==> src/rtl/core/lgmd_pkg.sv <==
`timescale 1ns / 1ps

package lgmd_pkg;

  localparam int unsigned LimitWidth = 16;

  localparam logic [1:0] MODE_IDLE = 2'd0;
  localparam logic [1:0] MODE_FWD  = 2'd1;
  localparam logic [1:0] MODE_REV  = 2'd2;
  localparam logic [1:0] MODE_NONE = 2'd3;

  localparam logic [LimitWidth-1:0] LIMIT_RESET = 16'd6000;
  localparam logic [LimitWidth-1:0] LIMIT_MAX   = 16'hFFFF;

  localparam logic REG_RUN_LIMIT = 1'b0;

  typedef struct packed {
    logic       top_pressed;
    logic       bottom_pressed;
    logic       request_valid;
    logic [1:0] request_dir;
  } tick_t;

  typedef struct packed {
    logic       drive_forward;
    logic       drive_reverse;
    logic [1:0] motor_mode;
    logic       any_limit_led;
    logic       top_latched;
    logic       bottom_latched;
    logic       limit_stop;
    logic       timeout_stop;
    logic       request_refused;
    logic       status_event;
  } result_t;

endpackage

==> src/rtl/core/lgmd_tick_if.sv <==
`timescale 1ns / 1ps

interface lgmd_tick_if;
  logic       valid;
  logic       ready;
  logic       top_pressed;
  logic       bottom_pressed;
  logic       request_valid;
  logic [1:0] request_dir;

  modport source (
    output valid, top_pressed, bottom_pressed, request_valid, request_dir,
    input  ready
  );
  modport sink (
    input  valid, top_pressed, bottom_pressed, request_valid, request_dir,
    output ready
  );
endinterface

==> src/rtl/core/lgmd_result_if.sv <==
`timescale 1ns / 1ps

interface lgmd_result_if;
  logic       valid;
  logic       ready;
  logic       drive_forward;
  logic       drive_reverse;
  logic [1:0] motor_mode;
  logic       any_limit_led;
  logic       top_latched;
  logic       bottom_latched;
  logic       limit_stop;
  logic       timeout_stop;
  logic       request_refused;
  logic       status_event;

  modport source (
    output valid, drive_forward, drive_reverse, motor_mode, any_limit_led,
           top_latched, bottom_latched, limit_stop, timeout_stop,
           request_refused, status_event,
    input  ready
  );
  modport sink (
    input  valid, drive_forward, drive_reverse, motor_mode, any_limit_led,
           top_latched, bottom_latched, limit_stop, timeout_stop,
           request_refused, status_event,
    output ready
  );
endinterface

==> src/rtl/core/limit_guarded_motor_direction_control_core.sv <==
`timescale 1ns / 1ps
// A word accepted on tick is held in the input register, then stepped into
// the result register. Throughput: one word per cycle while result is not
// stalled, set by the combinational step between these two registers.
// Reset (rst, synchronous): motor idle, request and limits cleared,
// run timer stopped, run_limit_ticks back to 6000.

module limit_guarded_motor_direction_control_core (
  input  logic                 clk,
  input  logic                 rst,
  input  logic                 psel,
  input  logic                 penable,
  input  logic                 pwrite,
  input  logic [2:0]           paddr,
  input  logic [31:0]          pwdata,
  output logic [31:0]          prdata,
  output logic                 pready,
  lgmd_tick_if.sink            tick,
  lgmd_result_if.source        result
);

  logic                            in_valid;
  lgmd_pkg::tick_t                 in_word;
  logic                            advance;
  logic                            out_valid;
  lgmd_pkg::result_t               out_word;
  lgmd_pkg::result_t               step_result;
  logic [lgmd_pkg::LimitWidth-1:0] run_limit_ticks;

  lgmd_cfg u_cfg (
    .clk             (clk),
    .rst             (rst),
    .psel            (psel),
    .penable         (penable),
    .pwrite          (pwrite),
    .paddr           (paddr),
    .pwdata          (pwdata),
    .prdata          (prdata),
    .pready          (pready),
    .run_limit_ticks (run_limit_ticks)
  );

  assign advance    = in_valid && (!out_valid || result.ready);
  assign tick.ready = !in_valid || advance;

  always_ff @(posedge clk) begin
    if (rst) begin
      in_valid <= 1'b0;
    end else if (tick.ready) begin
      in_valid <= tick.valid;
    end
  end

  always_ff @(posedge clk) begin
    if (tick.ready && tick.valid) begin
      in_word.top_pressed    <= tick.top_pressed;
      in_word.bottom_pressed <= tick.bottom_pressed;
      in_word.request_valid  <= tick.request_valid;
      in_word.request_dir    <= tick.request_dir;
    end
  end

  lgmd_ctrl u_ctrl (
    .clk             (clk),
    .rst             (rst),
    .step_en         (advance),
    .tick            (in_word),
    .run_limit_ticks (run_limit_ticks),
    .result          (step_result)
  );

  always_ff @(posedge clk) begin
    if (rst) begin
      out_valid <= 1'b0;
    end else if (!out_valid || result.ready) begin
      out_valid <= in_valid;
    end
  end

  always_ff @(posedge clk) begin
    if (advance) begin
      out_word <= step_result;
    end
  end

  assign result.valid           = out_valid;
  assign result.drive_forward   = out_word.drive_forward;
  assign result.drive_reverse   = out_word.drive_reverse;
  assign result.motor_mode      = out_word.motor_mode;
  assign result.any_limit_led   = out_word.any_limit_led;
  assign result.top_latched     = out_word.top_latched;
  assign result.bottom_latched  = out_word.bottom_latched;
  assign result.limit_stop      = out_word.limit_stop;
  assign result.timeout_stop    = out_word.timeout_stop;
  assign result.request_refused = out_word.request_refused;
  assign result.status_event    = out_word.status_event;

endmodule

==> src/rtl/core/lgmd_cfg.sv <==
`timescale 1ns / 1ps

module lgmd_cfg (
  input  logic                                clk,
  input  logic                                rst,
  input  logic                                psel,
  input  logic                                penable,
  input  logic                                pwrite,
  input  logic [2:0]                          paddr,
  input  logic [31:0]                         pwdata,
  output logic [31:0]                         prdata,
  output logic                                pready,
  output logic [lgmd_pkg::LimitWidth-1:0]     run_limit_ticks
);

  logic wr_en;

  assign pready = 1'b1;
  assign wr_en  = psel && penable && pwrite && (paddr[2] == lgmd_pkg::REG_RUN_LIMIT);

  always_ff @(posedge clk) begin
    if (rst) begin
      run_limit_ticks <= lgmd_pkg::LIMIT_RESET;
    end else if (wr_en) begin
      run_limit_ticks <= pwdata[lgmd_pkg::LimitWidth-1:0];
    end
  end

  always_comb begin
    if (paddr[2] == lgmd_pkg::REG_RUN_LIMIT) begin
      prdata = {{(32 - lgmd_pkg::LimitWidth){1'b0}}, run_limit_ticks};
    end else begin
      prdata = 32'd0;
    end
  end

endmodule

==> src/rtl/core/lgmd_ctrl.sv <==
`timescale 1ns / 1ps

module lgmd_ctrl (
  input  logic                            clk,
  input  logic                            rst,
  input  logic                            step_en,
  input  lgmd_pkg::tick_t                 tick,
  input  logic [lgmd_pkg::LimitWidth-1:0] run_limit_ticks,
  output lgmd_pkg::result_t               result
);

  logic [1:0]                      motor_now;
  logic [1:0]                      motor_wanted;
  logic                            top_active;
  logic                            bottom_active;
  logic [lgmd_pkg::LimitWidth-1:0] run_elapsed;
  logic                            timing_on;

  logic [1:0]                      motor_now_next;
  logic [1:0]                      motor_wanted_next;
  logic [lgmd_pkg::LimitWidth-1:0] run_elapsed_next;
  logic                            timing_on_next;

  logic [1:0]                      wanted_req;
  logic                            top_chg;
  logic                            bot_chg;
  logic                            lim_top;
  logic                            lim_bot;
  logic                            lim_stop;
  logic [1:0]                      mode_after_top;
  logic [1:0]                      now_lim;
  logic [1:0]                      wanted_lim;
  logic                            timing_lim;
  logic                            running;
  logic [lgmd_pkg::LimitWidth-1:0] elapsed_inc;
  logic                            to_stop;
  logic                            refused;
  logic                            taken;

  always_comb begin
    if (tick.request_valid && (tick.request_dir != lgmd_pkg::MODE_NONE)) begin
      wanted_req = tick.request_dir;
    end else begin
      wanted_req = motor_wanted;
    end

    top_chg        = tick.top_pressed != top_active;
    bot_chg        = tick.bottom_pressed != bottom_active;
    lim_top        = top_chg && tick.top_pressed && (motor_now == lgmd_pkg::MODE_FWD);
    mode_after_top = lim_top ? lgmd_pkg::MODE_IDLE : motor_now;
    lim_bot        = bot_chg && tick.bottom_pressed && (mode_after_top == lgmd_pkg::MODE_REV);
    lim_stop       = lim_top || lim_bot;

    now_lim    = lim_stop ? lgmd_pkg::MODE_IDLE : motor_now;
    wanted_lim = lim_stop ? lgmd_pkg::MODE_IDLE : wanted_req;
    timing_lim = lim_stop ? 1'b0 : timing_on;

    running = timing_lim &&
              ((now_lim == lgmd_pkg::MODE_FWD) || (now_lim == lgmd_pkg::MODE_REV));
    if (run_elapsed == lgmd_pkg::LIMIT_MAX) begin
      elapsed_inc = run_elapsed;
    end else begin
      elapsed_inc = run_elapsed + 1'b1;
    end
    to_stop = running && (elapsed_inc >= run_limit_ticks);

    motor_now_next    = now_lim;
    motor_wanted_next = wanted_lim;
    timing_on_next    = timing_lim;
    run_elapsed_next  = running ? elapsed_inc : run_elapsed;
    refused           = 1'b0;
    taken             = 1'b0;

    if (to_stop) begin
      motor_now_next    = lgmd_pkg::MODE_IDLE;
      motor_wanted_next = lgmd_pkg::MODE_IDLE;
      timing_on_next    = 1'b0;
    end else if (wanted_lim != now_lim) begin
      if ((wanted_lim == lgmd_pkg::MODE_FWD) && tick.top_pressed) begin
        motor_wanted_next = lgmd_pkg::MODE_IDLE;
        refused           = 1'b1;
      end else if ((wanted_lim == lgmd_pkg::MODE_REV) && tick.bottom_pressed) begin
        motor_wanted_next = lgmd_pkg::MODE_IDLE;
        refused           = 1'b1;
      end else begin
        motor_now_next = wanted_lim;
        taken          = 1'b1;
        if (wanted_lim == lgmd_pkg::MODE_IDLE) begin
          timing_on_next = 1'b0;
        end else begin
          run_elapsed_next = '0;
          timing_on_next   = 1'b1;
        end
      end
    end

    result.drive_forward   = motor_now_next == lgmd_pkg::MODE_FWD;
    result.drive_reverse   = motor_now_next == lgmd_pkg::MODE_REV;
    result.motor_mode      = motor_now_next;
    result.any_limit_led   = tick.top_pressed || tick.bottom_pressed;
    result.top_latched     = tick.top_pressed;
    result.bottom_latched  = tick.bottom_pressed;
    result.limit_stop      = lim_stop;
    result.timeout_stop    = to_stop;
    result.request_refused = refused;
    result.status_event    = top_chg || bot_chg || to_stop || refused || taken;
  end

  always_ff @(posedge clk) begin
    if (rst) begin
      motor_now     <= lgmd_pkg::MODE_IDLE;
      motor_wanted  <= lgmd_pkg::MODE_IDLE;
      top_active    <= 1'b0;
      bottom_active <= 1'b0;
      run_elapsed   <= '0;
      timing_on     <= 1'b0;
    end else if (step_en) begin
      motor_now     <= motor_now_next;
      motor_wanted  <= motor_wanted_next;
      top_active    <= tick.top_pressed;
      bottom_active <= tick.bottom_pressed;
      run_elapsed   <= run_elapsed_next;
      timing_on     <= timing_on_next;
    end
  end

  a_timing_tracks_mode: assert property (@(posedge clk) disable iff (rst)
    timing_on == (motor_now != lgmd_pkg::MODE_IDLE))
    else $error("run timer out of step with motor mode");

  a_mode_code: assert property (@(posedge clk) disable iff (rst)
    motor_now != lgmd_pkg::MODE_NONE && motor_wanted != lgmd_pkg::MODE_NONE)
    else $error("motor mode holds unused code");

  a_stop_halts: assert property (@(posedge clk) disable iff (rst)
    step_en && (lim_stop || to_stop) |=> motor_now == lgmd_pkg::MODE_IDLE &&
    motor_wanted == lgmd_pkg::MODE_IDLE)
    else $error("motor still set after stop");

  a_stops_exclusive: assert property (@(posedge clk) disable iff (rst)
    !(to_stop && (lim_stop || refused)))
    else $error("timeout stop overlaps another stop");

endmodule
==> src/flat_wrapper.sv <==
// flat-port wrapper written by rule: the top's interface ports become plain ports
module limit_guarded_motor_direction_control_core_flat 
  (clk, rst, psel, penable, pwrite, paddr, pwdata, prdata, pready, tick_valid, tick_top_pressed, tick_bottom_pressed, tick_request_valid, tick_request_dir, tick_ready, result_valid, result_drive_forward, result_drive_reverse, result_motor_mode, result_any_limit_led, result_top_latched, result_bottom_latched, result_limit_stop, result_timeout_stop, result_request_refused, result_status_event, result_ready);
  lgmd_tick_if tick_i ();
  lgmd_result_if result_i ();
  input  logic clk;
  input  logic rst;
  input  logic psel;
  input  logic penable;
  input  logic pwrite;
  input  logic [2:0] paddr;
  input  logic [31:0] pwdata;
  output logic [31:0] prdata;
  output logic pready;
  input wire logic [$bits(tick_i.valid)-1:0] tick_valid;
  input wire logic [$bits(tick_i.top_pressed)-1:0] tick_top_pressed;
  input wire logic [$bits(tick_i.bottom_pressed)-1:0] tick_bottom_pressed;
  input wire logic [$bits(tick_i.request_valid)-1:0] tick_request_valid;
  input wire logic [$bits(tick_i.request_dir)-1:0] tick_request_dir;
  output wire logic [$bits(tick_i.ready)-1:0] tick_ready;
  output wire logic [$bits(result_i.valid)-1:0] result_valid;
  output wire logic [$bits(result_i.drive_forward)-1:0] result_drive_forward;
  output wire logic [$bits(result_i.drive_reverse)-1:0] result_drive_reverse;
  output wire logic [$bits(result_i.motor_mode)-1:0] result_motor_mode;
  output wire logic [$bits(result_i.any_limit_led)-1:0] result_any_limit_led;
  output wire logic [$bits(result_i.top_latched)-1:0] result_top_latched;
  output wire logic [$bits(result_i.bottom_latched)-1:0] result_bottom_latched;
  output wire logic [$bits(result_i.limit_stop)-1:0] result_limit_stop;
  output wire logic [$bits(result_i.timeout_stop)-1:0] result_timeout_stop;
  output wire logic [$bits(result_i.request_refused)-1:0] result_request_refused;
  output wire logic [$bits(result_i.status_event)-1:0] result_status_event;
  input wire logic [$bits(result_i.ready)-1:0] result_ready;
  assign tick_i.valid = tick_valid;
  assign tick_i.top_pressed = tick_top_pressed;
  assign tick_i.bottom_pressed = tick_bottom_pressed;
  assign tick_i.request_valid = tick_request_valid;
  assign tick_i.request_dir = tick_request_dir;
  assign tick_ready = tick_i.ready;
  assign result_valid = result_i.valid;
  assign result_drive_forward = result_i.drive_forward;
  assign result_drive_reverse = result_i.drive_reverse;
  assign result_motor_mode = result_i.motor_mode;
  assign result_any_limit_led = result_i.any_limit_led;
  assign result_top_latched = result_i.top_latched;
  assign result_bottom_latched = result_i.bottom_latched;
  assign result_limit_stop = result_i.limit_stop;
  assign result_timeout_stop = result_i.timeout_stop;
  assign result_request_refused = result_i.request_refused;
  assign result_status_event = result_i.status_event;
  assign result_i.ready = result_ready;
  limit_guarded_motor_direction_control_core u_core (.clk(clk), .rst(rst), .psel(psel), .penable(penable), .pwrite(pwrite), .paddr(paddr), .pwdata(pwdata), .prdata(prdata), .pready(pready), .tick(tick_i), .result(result_i));
endmodule
==> config.mk <==
export PLATFORM = sky130hd
export DESIGN_NAME = limit_guarded_motor_direction_control_core_flat
export DESIGN_NICKNAME = d
export VERILOG_FILES = /design/src/rtl/core/lgmd_pkg.sv /design/src/rtl/core/lgmd_tick_if.sv /design/src/rtl/core/lgmd_result_if.sv /design/src/rtl/core/limit_guarded_motor_direction_control_core.sv /design/src/rtl/core/lgmd_cfg.sv /design/src/rtl/core/lgmd_ctrl.sv /design/src/flat_wrapper.sv
export SDC_FILE = /design/constraint.sdc
export NUM_CORES = 1
export LEC_CHECK = 0
export BUFFER_PORTS_ARGS = -buffer_cell sky130_fd_sc_hd__buf_4
export CORE_ASPECT_RATIO = 0.9
export CORE_MARGIN = 2
export CORE_UTILIZATION = 30
export DETAILED_ROUTE_END_ITERATION = 8
export HOLD_SLACK_MARGIN = 0.15
export SLEW_MARGIN = 30
export SYNTH_ARGS = -nofsm -noshare
export SYNTH_HDL_FRONTEND = slang
export SYNTH_SLANG_ARGS = --single-unit
==> constraint.sdc <==
create_clock -name clk -period 5 [get_ports clk]
set_clock_uncertainty 0.1 [all_clocks]
set_input_delay 0.25 -clock clk [delete_from_list [all_inputs] [get_ports clk]]
set_output_delay 0.25 -clock clk [all_outputs]
set_load 0.03 [all_outputs]
==> Word level (Yosys, flattened, before mapping) <==
Cells that the tools add are included.
{ "op_classes": {"n_addsub": 1, "order_cmp": 1, "n_eq_ne": 13, "muxes": 34, "bitwise": 1, "n_reduce_logical": 26} }
{ "ops": {"columns": ["op", "count"], "rows": [
  ["16-bit two-way mux", 8],
  ["2-bit two-way mux", 12],
  ["16-bit by 1-bit adder with 16-bit output, second input constant", 1],
  ["16-bit == test, second input constant", 1],
  ["16-bit greater-or-equal comparator", 1],
  ["1-bit logical AND", 14],
  ["1-bit two-way mux", 14],
  ["1-bit logical OR", 9],
  ["2-bit by 1-bit == test with 1-bit output, second input constant", 4],
  ["2-bit == test, second input constant", 4],
  ["1-bit zero test", 2],
  ["2-bit zero test", 1],
  ["1-bit != test", 2],
  ["2-bit != test", 1],
  ["2-bit != test, second input constant", 1],
  ["1-bit NOT", 1]
]} }
{ "totals": {"regBits": 57, "input_bits": 47, "output_inout_bits": 46, "elab_cells": 99} }

==> Depth between registers and ports, before layout <==
Gate-level depths: netlist of the first run.
{ "depth": {"depth_word": 17, "ltp_mapped": 16, "mapped_depth_nobuf": 14} }

==> Cells and area by module <==
Synthesis of the first run repeated with hierarchy kept, for this count alone.
{ "hier_totals": {"hier_cells": 430, "area_unflattened_um2": 3808.7} }
{ "by_module_without_submodules": {"columns": ["module", "instances", "cells_each", "area_each_um2", "seq_area_each_um2"], "rows": [
  ["lgmd_ctrl", 1, 298, 2272.2, 460.4],
  ["lgmd_cfg", 1, 106, 952.2, 320.3],
  ["limit_guarded_motor_direction_control_core", 1, 26, 584.3, 520.5]
]} }

==> Least setup slack after synthesis of the first run <==
Ideal clock, no wire load.
{ "synth_timing": {"path_type": "register -> register", "from": "register u_core.u_ctrl.run_elapsed[8] (netlist bit)", "to": "register u_core.out_word, in the netlist u_core.result.drive_forward (data pin)", "setup_ps": 268, "t_arrival_ps": 3186, "required_time_ps": 4632, "path_slack_ps": 1446, "path_stages_with_launch": 16, "n_path_buf": 3, "synth_period_minus_slack_ps": 3554, "path_cell_list": "dfxtp_1 > clkbuf_1 > nand3_1 > or4b_1 > nor2_2 > nand3_1 > xor2_1 > nand2_1 > ha_1 > inv_1 > o21ai_0 > o22ai_1 > a211oi_1 > buf_2 > buf_2 > nor3_1"} }
{ "synth_rtl": {"columns": ["element", "line", "rtl"], "rows": [
  ["start: declaration", "lgmd_ctrl.sv:16", "logic [lgmd_pkg::LimitWidth-1:0] run_elapsed;"],
  ["start signal: assignment", "lgmd_ctrl.sv:122", "run_elapsed <= run_elapsed_next;"],
  ["end signal: assignment", "limit_guarded_motor_direction_control_core.sv:82", "out_word <= step_result;"],
  ["end: declaration", "limit_guarded_motor_direction_control_core.sv:26", "lgmd_pkg::result_t out_word;"]
]} }

==> flow_summary.json, run 1 <==
{
  "cts_root_buf": "clkbuf_16",
  "fin_nets": 582,
  "cts_tree": "done",
  "synthArstFlopShare_pct": 0,
  "vias": 3401,
  "n_fill_cell": 1170,
  "insertedDiodeCount": 0,
  "place_hpwl_mm": 6.276,
  "postRouteAntennaNets": 0,
  "regArea_um2": 1301,
  "synth_edf_count": 16,
  "critPathTopFamily": "simple AND/OR/NAND/NOR gates",
  "finalCoreUtilization_pct": 39.08,
  "power_leakage_nw": 1.822,
  "numCtsBuffers": 9,
  "stdcell_count": 681,
  "io_buffers": 57,
  "clockBufferDepth": 2,
  "tns_ps": 0,
  "cap_violations": 0,
  "routedWlPerCell_um": 13.14,
  "vias_per_cell": 4.994,
  "comb_power_share_pct": 11.0,
  "cp_slowest_cell": "or4b_1",
  "grt_remaining_overflow": 0,
  "htreeDepth": 3,
  "yosys_warnings": 0,
  "dp.cells": 642,
  "die_width_um": 120.1,
  "ios": 93,
  "clock_latency_ps": 320,
  "rsz0062_at_grt": "false",
  "drv_slew": 0,
  "intPower_mw": 1.030,
  "r2r_slack_ps": 930,
  "ys_types": 59,
  "gp_congestion": 0.8612,
  "die-area_um2": 13040,
  "areaGrowthSynthToFinish_pct": 28.08,
  "worst_setup_path_end_kind": "flop",
  "required_ps": 4970,
  "grt_pass1_vias": 3125,
  "drtPass1Iterations": 4,
  "p_sw_mw": 0.3045,
  "drt_iter0_markers": 278,
  "cp-start-kind": "flop",
  "status": "complete, no violations",
  "power.density_nw_per_um2": 286.1,
  "path_cells": "and4_1, or4b_1, nor2_2, nand3_1, xor2_1, nand2_1, ha_1, inv_1, o21ai_0, o22ai_1, a211oi_4, buf_4, nor2b_1, and2_1",
  "crit_type": "reg2reg",
  "finalSetupViolCount": 0,
  "drc": 0,
  "tightest_slew_ps": 869.9,
  "p_clk_share_pct": 51.7,
  "clkTransAtPathRegs_ps": 50,
  "wl_mm": 8.946,
  "grt_pass1_wl_mm": 14.69,
  "hold_class": "in2reg",
  "synth_seq_cells": 57,
  "ys_seq_area_share_pct": 35.74,
  "grtUsageTotal_pct": 13.95,
  "switching_share_pct": 22.82,
  "syn_area_per_cell_um2": 8.002,
  "period_minus_slack_ps": 4073,
  "antenna_found_initial": 0,
  "hold_violations": 0,
  "maxSlewHeadroom_pct": 41.84,
  "fp.dieH_um": 108.5,
  "start_util_pct": 30.51,
  "final_cell_mix": "buf_4, nand2_1, dfxtp_1",
  "drive_gt1_share_pct": 16.31,
  "multiInputGateArea_um2": 2056,
  "min_period_over_period_pct": 81.46,
  "core_um2": 11930,
  "ys.flop_type": "dfxtp_1",
  "ir_drop_mv": 0.1479,
  "max_stage_delay_ps": 560,
  "cp.arrival_ps": 4040,
  "grt_max_degree": 43,
  "pwr-share-seq_pct": 37.3,
  "post_cts_buffers": 0,
  "cts_resized": 0,
  "critPathBufInv": 2,
  "row_count": 38,
  "final_common_cell": "buf_4",
  "critPathMaxFanout": 15,
  "netlist_area_um2": 3641,
  "clock.fmax_ghz": 0.2455,
  "clock-sinks": 57,
  "synth_cells": 455
}
worst reg2reg max path: stages (launching register included):
cell,delay [ps]
dfxtp_1,490
and4_1,310
or4b_1,560
nor2_2,260
nand3_1,130
xor2_1,160
nand2_1,90
ha_1,330
inv_1,60
o21ai_0,220
o22ai_1,170
a211oi_4,430
buf_4,290
nor2b_1,80
and2_1,150
cell usage after synthesis, drive strengths merged, types with 6 or more instances:
cell type / instances / area share, %
a211o: 7 / 1.7
nor4: 9 / 1.5
nand2: 60 / 6.3
a21oi: 34 / 4.7
clkbuf: 21 / 2.2
a211oi: 8 / 1.6
a22oi: 7 / 1.4
nor2b: 12 / 2.1
edfxtp: 16 / 13
o211ai: 6 / 1.2
o21a: 7 / 1.4
inv: 24 / 2.5
ha: 19 / 6.5
xnor2: 6 / 1.4
buf: 27 / 5.1
nand4: 8 / 1.4
o22ai: 9 / 1.5
o21ai: 19 / 2.6
dfxtp: 41 / 23
nor2: 40 / 4.2
nand3: 15 / 2.2
layer usage:
layer  GRT usage (%)  routed length [µm]  vias up
li1                -                   -     1730
met1           17.61                4209     1564
met2           23.78                4280      103
met3           2.901                 377        4
met4           4.706                  78        0
met5               0                   0        -
power groups by stage:
stage,Clock (mW),Combinational [mW],Sequential [mW]
floorplan,0,0.0906,0.513
global placement,0,0.131,0.506
detailed placement,0,0.132,0.506
CTS,0.709,0.147,0.497
global route,0.727,0.159,0.498
finish,0.690,0.147,0.497
layout make-up:
| class | instances | area share, % |
|---|---|---|
| Clock buffer | 10 | 4.910 |
| Inverter | 24 | 1.932 |
| Sequential cell | 57 | 27.90 |
| Tap cell | 160 | 4.293 |
| Clock inverter | 6 | 2.281 |
| Timing Repair Buffer | 83 | 14.60 |
| Multi-Input combinational cell | 341 | 44.08 |
registers in the layout (all words and copies together) (netlist names):
name and count:
u_core.result.any_limit_led 1, u_core.result.valid 1, u_core.result.drive_forward 1, u_core.result.request_refused 1, u_core.result.drive_reverse 1, u_core.in_valid 1
u_core.in_word 5, u_core.result.status_event 1, u_core.u_ctrl.run_elapsed 16, u_core.u_ctrl.bottom_active 1, u_core.result.bottom_latched 1, u_core.result.limit_stop 1
u_core.result.motor_mode 2, u_core.u_ctrl.top_active 1, u_core.result.top_latched 1, u_core.u_ctrl.timing_on 1, u_core.result.timeout_stop 1, u_core.u_ctrl.motor_now 2
u_core.u_cfg.run_limit_ticks 16, u_core.u_ctrl.motor_wanted 2
cells by family after synthesis:
family	Yosys count	share of synthesized area, %
AOI/OAI and AO/OA	120	21.51
xor gates and xnor gates	8	1.924
adders and majority gates	19	6.529
buffers and inverters	72	9.690
DFF	57	35.74
other	2	0.2063
and+or+nand+nor	177	24.40
metrics by stage:
step	area (µm²)	worst slack, ps	power [mW]	hold WS [ps]
floorplan	3697	1446	0.6035	248.9
global placement	4098	1064	0.6366	329.1
detailed placement	4098	965.4	0.6387	329.5
CTS	4663	932.6	1.353	273.7
global route	4663	673.0	1.385	297.5
finish	4663	927.0	1.334	275.8
final timing paths:
kind	endpoint	cells after the start	from
hold reg to reg	u_core.u_cfg.run_limit_ticks[15]	2	u_core.u_cfg.run_limit_ticks[15]
setup reg to reg	u_core.result.drive_reverse	14	u_core.u_ctrl.run_elapsed[2]
hold / removal	u_core.in_valid	2	rst
setup / recovery	u_core.result.drive_reverse	14	u_core.u_ctrl.run_elapsed[2]
timing repair:
action | 4_1_cts | 5_1_grt
endpoints found under the hold margin | 23 | 0
hold buffers | 23 | 0
endpoints found under the setup margin | 0 | 0
No activity file was read; power rests on OpenSTA's default activity.
==> run 2: changes to the inputs <==
clock period = 3.25 ns   (was 5 ns; I/O delays follow)
==> run 2 against run 1 <==
Net effect:
- the flow now finishes with violations (negative setup slack)
- register-to-register slack got worse by 990 ps
- hold slack got worse by 91 ps
- power rose by 44%
- maximum frequency rose by 23%
- via count rose by 9.2%
- die area did not move
- final area rose by 12%
- first-iteration DRC count rose by 21%
- non-clock buffer count rose by 55
- sequential share of layout area fell by 2.8 points
==> flow_summary.json, run 2 (same netlist as run 1, synthesis figures left out) <==
{
  "hold_class": "in2reg",
  "power_leakage_nw": 2.125,
  "p_total_mw": 1.916,
  "dp.cells": 692,
  "clockBufferDepth": 2,
  "cp.arrival_ps": 3480,
  "rsz0062_at_grt": "true",
  "setup_slack_ps": -62.55,
  "row_count": 38,
  "ios": 93,
  "final_cell_mix": "buf_4, nand2_1, nor2_1",
  "io_buffers": 57,
  "ir_drop_mv": 0.1908,
  "place_hpwl_mm": 7.194,
  "htreeDepth": 3,
  "tns_ps": -246.5,
  "grt_pass1_vias": 3576,
  "worst_setup_path_end_kind": "flop",
  "clkTransAtPathRegs_ps": 60,
  "insertedDiodeCount": 0,
  "crit_type": "reg2reg",
  "grtUsageTotal_pct": 16.21,
  "cap_violations": 0,
  "wl_mm": 10.38,
  "grt_remaining_overflow": 0,
  "finalSetupViolCount": 10,
  "status": "complete, but fails checks",
  "areaGrowthSynthToFinish_pct": 43.16,
  "postRouteAntennaNets": 0,
  "core_um2": 11930,
  "die_width_um": 120.1,
  "period_minus_slack_ps": 3313,
  "grt_pass1_wl_mm": 16.91,
  "critPathMaxFanout": 9,
  "routedWlPerCell_um": 14.10,
  "min_period_over_period_pct": 101.9,
  "vias_per_cell": 5.048,
  "drc": 0,
  "cts_root_buf": "clkbuf_16",
  "drtPass1Iterations": 5,
  "drive_gt1_share_pct": 29.69,
  "power.density_nw_per_um2": 367.5,
  "die-area_um2": 13040,
  "fp.dieH_um": 108.5,
  "numCtsBuffers": 9,
  "biggestRegsByFlops": "u_core.u_cfg.run_limit_ticks: 16 flops, u_core.u_ctrl.run_elapsed: 16 flops, u_core.in_word: 5 flops",
  "gp_congestion": 0.8832,
  "tightest_slew_ps": 781.1,
  "stdcell_count": 736,
  "required_ps": 3420,
  "violations": "negative setup slack",
  "grt_max_degree": 43,
  "clock-sinks": 57,
  "antenna_found_initial": 0,
  "maxSlewHeadroom_pct": 47.89,
  "clock_latency_ps": 340,
  "start_util_pct": 30.51,
  "vias": 3715,
  "drt_iter0_markers": 335,
  "hold_violations": 0,
  "final_common_cell": "buf_4",
  "n_fill_cell": 1163,
  "drv_slew": 0,
  "cts_tree": "done",
  "clock.fmax_ghz": 0.3019,
  "fin_nets": 637,
  "cp-start-kind": "flop"
}
## run 2: cell types whose count changed in the layout (fill, tap and decap cells not counted), moves of 3 or more
| cell | change |
|---|---|
| a211oi_2 | +3 |
| a21oi_1 | -3 |
| a21oi_2 | +3 |
| buf_4 | +51 |
| bufinv_16 | -3 |
| dfxtp_1 | -4 |
| dfxtp_2 | +4 |
| ha_1 | -3 |
## run 2: metal layers
metal	vias to the layer above	wire length, µm	track usage [%]
met1	1723	4609	20.65
met2	127	4980	26.79
met3	20	553	3.217
met4	0	238	6.891
li1	1845	-	-
met5	-	0	0
## run 2: timing repair
action                                 4_1_cts  5_1_grt
endpoints found under the hold margin       23        0
hold buffers                                24        0
pin swaps                                   14        8
setup endpoints to repair                   23       27
buffers inserted                             3        1
resized for setup                           16       10
## run 2: cell type report
cell class,count,area (µm²),area share (%)
inverter,24,90.09,1.728
clock inverter,7,62.56,1.200
tap,160,200.2,3.841
sequential,57,1306,25.06
clock buffer,9,225.2,4.321
multi-input combinational,341,2203,42.27
timing repair buffer,138,1125,21.58
## run 2: power by group
part	total (mW)	switching, mW	leakage, nW	internal, mW
combinational	0.234	0.143	1.50	0.0906
sequential	0.765	0.0128	0.488	0.752
clock	0.918	0.388	0.139	0.530
## run 2: metrics by stage
step	hold slack, ps	cell area [µm²]	setup slack (ps)	utilization, %
floorplan	161.4	3754	8.718	-
global placement	241.3	4523	-184.5	37.90
detailed placement	242.2	4523	-216.3	37.90
CTS	164.5	5144	-63.41	43.10
global route	188.0	5213	-236.3	43.68
finish	184.4	5213	-62.55	43.68
## run 2: critical path, cell delays in order, from the launching register on
cell,delay [ps]
dfxtp_2,350
and4_4,240
or4b_4,500
nor2_4,180
nand3_2,80
xor2_1,130
nand2_1,100
ha_4,230
a41oi_2,170
o21ai_2,100
o22ai_1,190
a211oi_2,80
buf_12,150
buf_12,130
or3_4,360
a21oi_2,140
## run 2: final timing paths
kind | endpoint | cells past startpoint | slack, ps | from
max | u_core.u_ctrl.motor_now[0] | 15 | -60 | u_core.u_ctrl.run_elapsed[1]
min | u_core.in_valid | 2 | 180 | rst
max reg2reg | u_core.u_ctrl.motor_now[0] | 15 | -60 | u_core.u_ctrl.run_elapsed[1]
min reg2reg | u_core.u_cfg.run_limit_ticks[11] | 2 | 350 | u_core.u_cfg.run_limit_ticks[11]
